--- src/sv/bdlp_pkg.sv ---
// ----------------------------------------------------------------------------
// bdlp_pkg
// Types, constants and helpers shared by the button debouncer and its
// per-button state machine.
// ----------------------------------------------------------------------------
`default_nettype none

package bdlp_pkg;

   localparam int LINES           = 3;
   localparam int DEF_NUM_BUTTONS = 3;
   localparam int TIME_W          = 16;
   localparam int ELAPSED_W       = 8;
   localparam int CODE_W          = 3;
   localparam int CSR_INDEX_W     = 2;
   localparam int CSR_DATA_W      = 16;

   localparam logic [LINES-1:0]  RST_ACTIVE_LEVEL_MASK = 3'd0;
   localparam logic [TIME_W-1:0] RST_LONG_PRESS_MS     = 16'd500;
   localparam logic [TIME_W-1:0] RST_DEBOUNCE_MS       = 16'd20;

   localparam logic [CSR_INDEX_W-1:0] CSR_ACTIVE_LEVEL_MASK = 2'd0;
   localparam logic [CSR_INDEX_W-1:0] CSR_LONG_PRESS_MS     = 2'd1;
   localparam logic [CSR_INDEX_W-1:0] CSR_DEBOUNCE_MS       = 2'd2;

   localparam logic [CODE_W-1:0] CODE_UP           = 3'd0;
   localparam logic [CODE_W-1:0] CODE_DEBOUNCE     = 3'd1;
   localparam logic [CODE_W-1:0] CODE_CONFIRMED    = 3'd2;
   localparam logic [CODE_W-1:0] CODE_PRESSED      = 3'd3;
   localparam logic [CODE_W-1:0] CODE_LONG         = 3'd4;
   localparam logic [CODE_W-1:0] CODE_RELEASE      = 3'd5;
   localparam logic [CODE_W-1:0] CODE_LONG_RELEASE = 3'd6;

   typedef enum logic [6:0] {
      ST_UP           = 7'b0000001,
      ST_DEBOUNCE     = 7'b0000010,
      ST_CONFIRMED    = 7'b0000100,
      ST_PRESSED      = 7'b0001000,
      ST_LONG         = 7'b0010000,
      ST_RELEASE      = 7'b0100000,
      ST_LONG_RELEASE = 7'b1000000
   } state_type;

   typedef struct packed {
      logic [TIME_W-1:0] long_press_ms;
      logic [TIME_W-1:0] debounce_ms;
   } cfg_type;

   typedef struct packed {
      logic [LINES-1:0]     button_levels;
      logic [ELAPSED_W-1:0] elapsed_ms;
   } req_type;

   typedef struct packed {
      logic [CODE_W-1:0] state_first;
      logic [CODE_W-1:0] state_second;
      logic [CODE_W-1:0] state_third;
      logic [LINES-1:0]  level_echo;
   } rsp_type;

   function automatic logic [CODE_W-1:0] state_code(input state_type s);
      logic [CODE_W-1:0] c;
      case (s)
         ST_DEBOUNCE:     c = CODE_DEBOUNCE;
         ST_CONFIRMED:    c = CODE_CONFIRMED;
         ST_PRESSED:      c = CODE_PRESSED;
         ST_LONG:         c = CODE_LONG;
         ST_RELEASE:      c = CODE_RELEASE;
         ST_LONG_RELEASE: c = CODE_LONG_RELEASE;
         default:         c = CODE_UP;
      endcase
      return c;
   endfunction

endpackage

`default_nettype wire

--- src/sv/button_debounce_long_press.sv ---
// Path: a request beat is taken into the input register and moves on to the result
//   register when that register is empty or its beat is being taken.
// Throughput: one request beat per cycle while results are not stalled; the
//   per-button add, compare and state update fit between input and result registers.
// Reset (synchronous): all buttons go up, held times clear, registers take
//   their defaults (mask 0, long press 500, debounce 20).
// ----------------------------------------------------------------------------
// button_debounce_long_press
// Scan-tick debouncer for several buttons with long-press detection.
// ----------------------------------------------------------------------------
`default_nettype none

module button_debounce_long_press #(
   parameter int NUM_BUTTONS = bdlp_pkg::DEF_NUM_BUTTONS
) (
   input  wire logic                                clock,
   input  wire logic                                reset,

   input  wire logic                                req_valid,
   output logic                                     req_stall,
   input  wire bdlp_pkg::req_type                   req_data,

   output logic                                     rsp_valid,
   input  wire logic                                rsp_stall,
   output bdlp_pkg::rsp_type                        rsp_data,

   input  wire logic                                csr_write_en,
   input  wire logic [bdlp_pkg::CSR_INDEX_W-1:0]    csr_index,
   input  wire logic [bdlp_pkg::CSR_DATA_W-1:0]     csr_wdata
);

   logic [bdlp_pkg::LINES-1:0]   mask_ff;
   bdlp_pkg::cfg_type            cfg_ff;

   logic                         in_valid_ff;
   bdlp_pkg::req_type            in_ff;
   logic                         out_valid_ff;
   bdlp_pkg::rsp_type            out_ff;
   bdlp_pkg::rsp_type            out_in;

   logic                         req_take;
   logic                         step_en;

   logic [bdlp_pkg::CODE_W-1:0]  next_code [NUM_BUTTONS];
   logic [bdlp_pkg::CODE_W-1:0]  line_code [bdlp_pkg::LINES];

   always_ff @(posedge clock) begin
      if (reset) begin
         mask_ff              <= bdlp_pkg::RST_ACTIVE_LEVEL_MASK;
         cfg_ff.long_press_ms <= bdlp_pkg::RST_LONG_PRESS_MS;
         cfg_ff.debounce_ms   <= bdlp_pkg::RST_DEBOUNCE_MS;
      end else if (csr_write_en) begin
         case (csr_index)
            bdlp_pkg::CSR_ACTIVE_LEVEL_MASK: mask_ff <= csr_wdata[bdlp_pkg::LINES-1:0];
            bdlp_pkg::CSR_LONG_PRESS_MS:     cfg_ff.long_press_ms <= csr_wdata;
            bdlp_pkg::CSR_DEBOUNCE_MS:       cfg_ff.debounce_ms <= csr_wdata;
            default: ;
         endcase
      end
   end

   // advance when the input stage holds a beat and the result stage is empty or its beat is being taken
   assign step_en   = in_valid_ff && (!out_valid_ff || !rsp_stall);
   assign req_stall = in_valid_ff && !step_en;
   assign req_take  = req_valid && !req_stall;

   always_ff @(posedge clock) begin
      if (reset) begin
         in_valid_ff <= 1'b0;
      end else if (req_take) begin
         in_valid_ff <= 1'b1;
      end else if (step_en) begin
         in_valid_ff <= 1'b0;
      end
   end

   always_ff @(posedge clock) begin
      if (req_take) begin
         in_ff <= req_data;
      end
   end

   for (genvar g = 0; g < NUM_BUTTONS; g++) begin : g_button
      logic press;
      if (g < bdlp_pkg::LINES) begin : g_line
         assign press = (in_ff.button_levels[g] == mask_ff[g]);
      end else begin : g_no_line
         assign press = 1'b0;
      end

      bdlp_button u_button (
         .clock      (clock),
         .reset      (reset),
         .step_en    (step_en),
         .press      (press),
         .elapsed_ms (in_ff.elapsed_ms),
         .cfg        (cfg_ff),
         .next_code  (next_code[g])
      );
   end

   for (genvar g = 0; g < bdlp_pkg::LINES; g++) begin : g_out
      if (g < NUM_BUTTONS) begin : g_live
         assign line_code[g] = next_code[g];
      end else begin : g_absent
         assign line_code[g] = bdlp_pkg::CODE_UP;
      end
   end

   always_comb begin
      out_in.state_first  = line_code[0];
      out_in.state_second = line_code[1];
      out_in.state_third  = line_code[2];
      out_in.level_echo   = in_ff.button_levels;
   end

   always_ff @(posedge clock) begin
      if (reset) begin
         out_valid_ff <= 1'b0;
      end else if (step_en) begin
         out_valid_ff <= 1'b1;
      end else if (!rsp_stall) begin
         out_valid_ff <= 1'b0;
      end
   end

   always_ff @(posedge clock) begin
      if (step_en) begin
         out_ff <= out_in;
      end
   end

   assign rsp_valid = out_valid_ff;
   assign rsp_data  = out_ff;

`ifndef SYNTHESIS
   a_take_fills_input: assert property (@(posedge clock) disable iff (reset)
      req_take |=> in_valid_ff)
      else $error("accepted request beat not held in input stage");

   a_stall_only_when_full: assert property (@(posedge clock) disable iff (reset)
      req_stall |-> (in_valid_ff && out_valid_ff && rsp_stall))
      else $error("request stalled without a blocked result beat");

   a_step_gives_result: assert property (@(posedge clock) disable iff (reset)
      step_en |=> rsp_valid)
      else $error("state step produced no result beat");

   a_drain_empties_output: assert property (@(posedge clock) disable iff (reset)
      (rsp_valid && !rsp_stall && !in_valid_ff) |=> !rsp_valid)
      else $error("result beat repeated after it was taken");

   a_echo_matches_input: assert property (@(posedge clock) disable iff (reset)
      step_en |=> (rsp_data.level_echo == $past(in_ff.button_levels)))
      else $error("level echo does not match the stepped beat");
`endif

endmodule

`default_nettype wire

--- src/sv/bdlp_button.sv ---
// ----------------------------------------------------------------------------
// bdlp_button
// Seven-state debounce and long-press machine for one button, with a
// saturating held-time counter.
// ----------------------------------------------------------------------------
`default_nettype none

module bdlp_button (
   input  wire logic                              clock,
   input  wire logic                              reset,
   input  wire logic                              step_en,
   input  wire logic                              press,
   input  wire logic [bdlp_pkg::ELAPSED_W-1:0]    elapsed_ms,
   input  wire bdlp_pkg::cfg_type                 cfg,
   output logic      [bdlp_pkg::CODE_W-1:0]       next_code
);

   bdlp_pkg::state_type              state_ff;
   bdlp_pkg::state_type              state_in;
   logic [bdlp_pkg::TIME_W-1:0]      held_ff;
   logic [bdlp_pkg::TIME_W-1:0]      held_in;
   logic [bdlp_pkg::TIME_W:0]        held_sum;
   logic [bdlp_pkg::TIME_W-1:0]      held_sat;

   always_comb begin
      held_sum = {1'b0, held_ff} +
                 {{(bdlp_pkg::TIME_W + 1 - bdlp_pkg::ELAPSED_W){1'b0}}, elapsed_ms};
      held_sat = held_sum[bdlp_pkg::TIME_W] ? '1 : held_sum[bdlp_pkg::TIME_W-1:0];
   end

   always_comb begin
      state_in = state_ff;
      held_in  = held_ff;
      case (state_ff)
         bdlp_pkg::ST_DEBOUNCE: begin
            if (press) begin
               held_in = held_sat;
               if (held_sat > cfg.debounce_ms) begin
                  state_in = bdlp_pkg::ST_CONFIRMED;
                  held_in  = '0;
               end
            end else begin
               state_in = bdlp_pkg::ST_UP;
               held_in  = '0;
            end
         end
         bdlp_pkg::ST_CONFIRMED: begin
            if (press) begin
               state_in = bdlp_pkg::ST_PRESSED;
               held_in  = '0;
            end else begin
               state_in = bdlp_pkg::ST_UP;
            end
         end
         bdlp_pkg::ST_PRESSED: begin
            if (press) begin
               held_in = held_sat;
               if (held_sat > cfg.long_press_ms) begin
                  state_in = bdlp_pkg::ST_LONG;
                  held_in  = '0;
               end
            end else begin
               state_in = bdlp_pkg::ST_RELEASE;
               held_in  = '0;
            end
         end
         bdlp_pkg::ST_LONG: begin
            state_in = press ? bdlp_pkg::ST_LONG : bdlp_pkg::ST_LONG_RELEASE;
         end
         bdlp_pkg::ST_RELEASE, bdlp_pkg::ST_LONG_RELEASE: begin
            state_in = bdlp_pkg::ST_UP;
         end
         default: begin
            if (press) begin
               state_in = bdlp_pkg::ST_DEBOUNCE;
               held_in  = '0;
            end else begin
               state_in = bdlp_pkg::ST_UP;
            end
         end
      endcase
   end

   always_ff @(posedge clock) begin
      if (reset) begin
         state_ff <= bdlp_pkg::ST_UP;
         held_ff  <= '0;
      end else if (step_en) begin
         state_ff <= state_in;
         held_ff  <= held_in;
      end
   end

   assign next_code = bdlp_pkg::state_code(state_in);

endmodule

`default_nettype wire
--- config.mk ---
export PLATFORM = sky130hd
export DESIGN_NAME = button_debounce_long_press
export DESIGN_NICKNAME = d
export VERILOG_FILES = /design/src/sv/bdlp_pkg.sv /design/src/sv/button_debounce_long_press.sv /design/src/sv/bdlp_button.sv
export SDC_FILE = /design/constraint.sdc
export NUM_CORES = 1
export LEC_CHECK = 0
export ABC_AREA = 1
export BUFFER_PORTS_ARGS = -buffer_cell sky130_fd_sc_hd__buf_2
export CAP_MARGIN = 20
export CORE_ASPECT_RATIO = 1.5
export CORE_MARGIN = 1
export CORE_UTILIZATION = 43
export CTS_CLUSTER_SIZE = 40
export DETAILED_ROUTE_END_ITERATION = 8
export PLACE_DENSITY_LB_ADDON = 0.08
export SETUP_SLACK_MARGIN = 0.02
export SYNTH_ARGS = -nofsm -noshare
export SYNTH_HDL_FRONTEND = slang
export SYNTH_SLANG_ARGS = --single-unit
--- constraint.sdc ---
create_clock -name clock -period 3.5 [get_ports clock]
set_input_delay 0.175 -clock clock [delete_from_list [all_inputs] [get_ports clock]]
set_output_delay 0.175 -clock clock [all_outputs]
set_load 0.02 [all_outputs]
# Word-level counts from Yosys, hierarchy flattened
# Index checks and enable logic that the tools add are counted.
# word_totals
elab_cells	148
in_bits	34
ff_bits	129
output_inout_bits	14
# op_classes
n_addsub	3
n_bitwise	3
n_reduce_logical	25
magnitude_cmp	6
n_mux	52
n_eq_ne	42
# op_table
cell	count
2-to-1 mux 16 bit	18
one-hot mux 16 bit (3 select lines)	3
2-to-1 mux 7 bit	15
one-hot mux 7 bit (5 select lines)	3
> comparator 16 bit	6
one-hot mux 3 bit (6 select lines)	3
adder 16 x 8 -> 17 bit	3
equality test 7 x 2 -> 1 bit (second input constant)	6
equality test 7 x 3 -> 1 bit (second input constant)	6
equality test 7 x 4 -> 1 bit (second input constant)	6
equality test 7 x 5 -> 1 bit (second input constant)	6
equality test 7 x 6 -> 1 bit (second input constant)	6
equality test 7 bit (second input constant)	6
2-to-1 mux 4 bit	3
AND reduction 3 bit	3
nonzero test 3 bit	3
OR reduction 3 bit	3
2-to-1 mux 2 bit	3
AND reduction 2 bit	3
OR reduction 2 bit	3
zero test 1 bit	4
2-to-1 mux 1 bit	4
equality test 1 bit	3
logical AND 1 bit	3
7 further kinds	9

# Logic depth before layout (Yosys ltp)
# depth
ltp_word	8
mapped_depth	28
mapped_depth_nobuf	26

# Hierarchy
# Synthesis repeated with hierarchy kept, for this count alone.
# unflattened
hier_cells	1512
hier_area_um2	10620.2
# modules_own_cells
module	cells_each	area_per_inst_um2	seq_area_each_um2	instances
bdlp_button at g_button[0].u_button	425	2786.4	460.4	1
bdlp_button at g_button[2].u_button	414	2783.9	460.4	1
bdlp_button at g_button[1].u_button	421	2777.7	460.4	1
button_debounce_long_press	252	2272.2	1431.4	1

# Worst setup path after synthesis
# OpenSTA, ideal clock, no wires.
# synth_timing
path_kind	reg2reg
from	register in_ff[0] (netlist name)
to	register g_button[0].u_button.held_ff[12] (netlist name)
setup_ns	0.072
path_buffers	2
stages_incl_launch_ff	25
arrival_ns	3.091
period_less_slack_ns	3.163
setup_slack_ns	0.337
path_cell_list	edfxtp_1 ha_1 fa_1 nand3_2 nand2_2 nand2_2 nand2_4 nand2_4 nor2_4 nand2_4 buf_12 nand3_4 ha_1 a21oi_1 nor2_1 nor2_1 nand2_1 nand2_1 nand2_1 nand2_1 nand2_1 nand2_4 buf_4 nand3_1 a21oi_1
# synth_between
elab_chain_len	6
# synth_lines
item	line_no	source
start, declared	button_debounce_long_press.sv:36	bdlp_pkg::req_type in_ff;
start signal, assigned	button_debounce_long_press.sv:79	in_ff <= req_data;
adder 16 x 8 -> 17 bit *	bdlp_button.sv:26	held_sum = {1'b0, held_ff} +
2-to-1 mux 16 bit *	bdlp_button.sv:28	held_sat = held_sum[bdlp_pkg::TIME_W] ? '1 : held_sum[bdlp_pkg::TIME_W-1:0];
> comparator 16 bit (on tied branches)	bdlp_button.sv:58, bdlp_button.sv:38	
2-to-1 mux 16 bit (on tied branches)	bdlp_button.sv:58, bdlp_button.sv:38	
2-to-1 mux 16 bit (on tied branches)	bdlp_button.sv:56, bdlp_button.sv:36	
one-hot mux 16 bit (3 select lines) *	bdlp_button.sv:34	case (state_ff)
end signal, assigned	bdlp_button.sv:90	held_ff <= held_in;
end, declared	bdlp_button.sv:20	logic [bdlp_pkg::TIME_W-1:0] held_ff;
# Mark *: on every way between the ends. The rest lies on a longest branch, timed or not.
# A chain may end at the register's enable or synchronous reset.

# Worst setup path in the final report
# layout_timing
from	register in_ff[0] (netlist name)
to	register g_button[1].u_button.held_ff[2] (netlist name)
# layout_between
elab_chain_len	6
# layout_lines
item	line_no
adder 16 x 8 -> 17 bit *	bdlp_button.sv:26
2-to-1 mux 16 bit *	bdlp_button.sv:28
> comparator 16 bit (on tied branches)	bdlp_button.sv:58, bdlp_button.sv:38
2-to-1 mux 16 bit (on tied branches)	bdlp_button.sv:58, bdlp_button.sv:38
2-to-1 mux 16 bit (on tied branches)	bdlp_button.sv:56, bdlp_button.sv:36
one-hot mux 16 bit (3 select lines) *	bdlp_button.sv:34
end signal, assigned	bdlp_button.sv:90
end, declared	bdlp_button.sv:20
# Marks and branches as above.

==> impl_metrics.toml <==
[outcome]
outcome = "finished, violations left"
violations = "negative setup slack"

[power]
netSwitchingFraction = 0.308
pwr-share-comb = 0.196
ir_drop_mv = 0.315
p_per_area_nw_per_um2 = 300
clkPwrFrac = 0.429
p_sw_w = 0.00131
seqPwrFrac = 0.375
finalPower_w = 0.00426
p_leak_nw = 6.48
cell_internal_pwr_w = 0.00294

[floorplan]
core-area_um2 = 22400
initial_core_util = 0.440
rows = 67
fp.dieW_um = 126
dieArea_um2 = 23500
ios = 48
die_height_um = 187

[detailed_routing]
route.met3.wl_um = 957
routed_wl_um = 33400
vias = 10100
drc = 0
top_layer = "met4"
antenna_left = 0
drt-met1-wl_um = 13000
first_pass_iters = 6
wl_per_cell_um = 17.6
first_iter_violations = 469
wl_met2_um = 18100
viasPerCell = 5.33

[final_layout]
num-fill-cells = 1948
n_antenna_cell = 0
fin_nets = 1764
multiInputGateArea_um2 = 7700
syn_to_final_growth_pct = 43.9
seq_area_um2 = 2810
final_common_cell = "nand2_1"
layout_common_cells = "nand2_1, buf_4, inv_1"
postLayoutCellArea_um2 = 14200
drive_gt1_frac = 0.365

[setup_path]
worstPathArrival_ps = 3930
cpMostUsedCell = "nand2_4"
cp-start-kind = "flop"
slowest_stage = "edfxtp_1"
crit_required_ps = 3860
worst-path-max-fanout = 8
ff2ff_setup_slack_ps = -70
path_buf_inv = 4
end_kind = "flop"
r2r_start = "in_ff[0]"
cpPeakStageDelay_ps = 410
worst-r2r-cell-count = 26
r2r-end = "g_button[1].u_button.held_ff[2]"
path_delay_family = "simple AND/OR/NAND/NOR gates"
worstSetupPathType = "reg2reg"

[synth]
ys_ff_latch = 129
yosys_warnings = 0
synth.area.top_cells = "dfxtp_1, ha_1, nand2_1, a21oi_1, edfxtp_1"
yosysSeqAreaShare = 0.286
syn_avg_cell_area_um2 = 7.22
netlist_area_um2 = 9850
synth_edf_count = 23
syn-num-nets = 1520
ys_types = 41
synth_ff_type = "dfxtp_1"
netlist_instances = 1363
async_flop_share = 0
synth_area_leader_cell = "dfxtp_1"
yosys.area.top_type_share = 0.216

[global_route]
grt.total_usage = 0.281
grt_pass1_vias = 9839
antenna_found_initial = 0
grt_overflow = 0
grt_max_degree = 57
grt_pass1_wl_um = 50900

[sta]
slew_violations = 0
tns_ps = -745
hold_violations = 0
period_share = 1.02
slew_headroom = 0.410
post-route-min-period_ps = 3570
worst_pin_slew_ps = 885
rsz0062_at_grt = "yes"
fmax_mhz = 280
fin_ws_ps = -73.0
setup_violations = 23
fin_skew_ps = 13.5
holdWs_ps = 19.8

[clocking]
htreeDepth = 4
numCtsBuffers = 17
worstSkewPairLatency_ps = 430
cts_tree = "built"
ctsLongestPathBuffers = 2
clock_sinks = 129
clkTransAtPathRegs_ps = 70
root_buffer = "clkbuf_16"

[place]
place_ws_ps = -438
port_buffers = 47
hpwl_um = 23900
placed_cell_area_um2 = 11500
finalWeightedCongestion = 0.930

[hold_path]
min_from = "csr_wdata[7]"
worstHoldPathCells = 3
holdPathEnd = "cfg_ff[23]"
min_path_type = "in2reg"

[job]
max_cap_viol_count = 0
==> power by group through the flow <==
stage / sequential [W] / combinational (W) / clock (W)
final: 0.00160 / 0.000833 / 0.00183
after detailed placement: 0.00163 / 0.000672 / 0
after floorplan: 0.00163 / 0.000395 / 0
after global placement: 0.00163 / 0.000664 / 0
after global routing: 0.00160 / 0.000915 / 0.00192
after CTS: 0.00160 / 0.000719 / 0.00186
==> layer usage <==
metal	global-route usage	vias up
met4	0.121	0
met1	0.301	4778
li1	-	5072
met5	0	-
met2	0.537	189
met3	0.0406	70
==> tightest hold or removal path: stages <==
cell and delay (ps):
buf_2 110, nand2_1 60, o211ai_1 60
==> cell type report <==
cell class,instances,share of cell area
multi-input cells,1039,0.544
flip-flops and latches,129,0.198
repair buffers,254,0.148
inverters,166,0.0440
clock buffers,18,0.0318
well taps,276,0.0244
clock inverters,14,0.00989
==> flip-flops by register name, summed over array words and instances (netlist names) <==
name / count
g_button.u_button.held_ff: 48
in_valid_ff: 1
cfg_ff: 32
mask_ff: 3
in_ff: 11
rsp_data: 12
rsp_valid: 1
g_button.u_button.state_ff: 21
==> worst max-delay path by stage <==
stage / from / end / cells after the start
2_1_floorplan: in_ff[0] / g_button[0].u_button.held_ff[12] / 24
3_3_place_gp: in_ff[7] / rsp_data[9] / 19
3_5_place_dp: in_ff[7] / rsp_data[10] / 19
4_1_cts: in_ff[0] / g_button[1].u_button.held_ff[4] / 26
5_1_grt: in_ff[3] / g_button[1].u_button.held_ff[2] / 25
6_report: in_ff[0] / g_button[1].u_button.held_ff[2] / 26
==> cell families after synthesis <==
family | share of synthesized area
and+or+nand+nor | 0.321
DFF | 0.286
xor gates and xnor gates | 0.0116
adders and majority gates | 0.159
AOI/OAI and AO/OA | 0.141
buffers and inverters | 0.0822
==> Yosys cell counts (10+ instances only) <==
| library cell | n |
|---|---|
| nor3_1 | 12 |
| dfxtp_1 | 106 |
| o21ai_0 | 81 |
| nor2_1 | 113 |
| edfxtp_1 | 23 |
| clkbuf_1 | 18 |
| inv_1 | 154 |
| nand4_1 | 30 |
| nand3_1 | 110 |
| nand3_4 | 10 |
| nand2_1 | 299 |
| ha_1 | 120 |
| a21oi_1 | 140 |
| nand2_4 | 16 |
| xnor2_1 | 11 |
| a21oi_2 | 12 |
| nand3_2 | 27 |
==> through the flow <==
step / instances / util
after floorplan: 1363 / -
after global placement: 1816 / 0.515
after detailed placement: 1816 / 0.515
after CTS: 1869 / 0.568
after global routing: 1896 / 0.633
final: 1896 / 0.633
==> repair_timing <==
action                     4_1_cts  5_1_grt
hold buffers                    12        0
gates cloned                     3        2
pin swaps                       23       98
buffers inserted                 6       26
hold endpoints to repair        12        0
setup endpoints to repair       69       69
gates resized for setup         86      239
No activity file was read; power rests on OpenSTA's default activity.
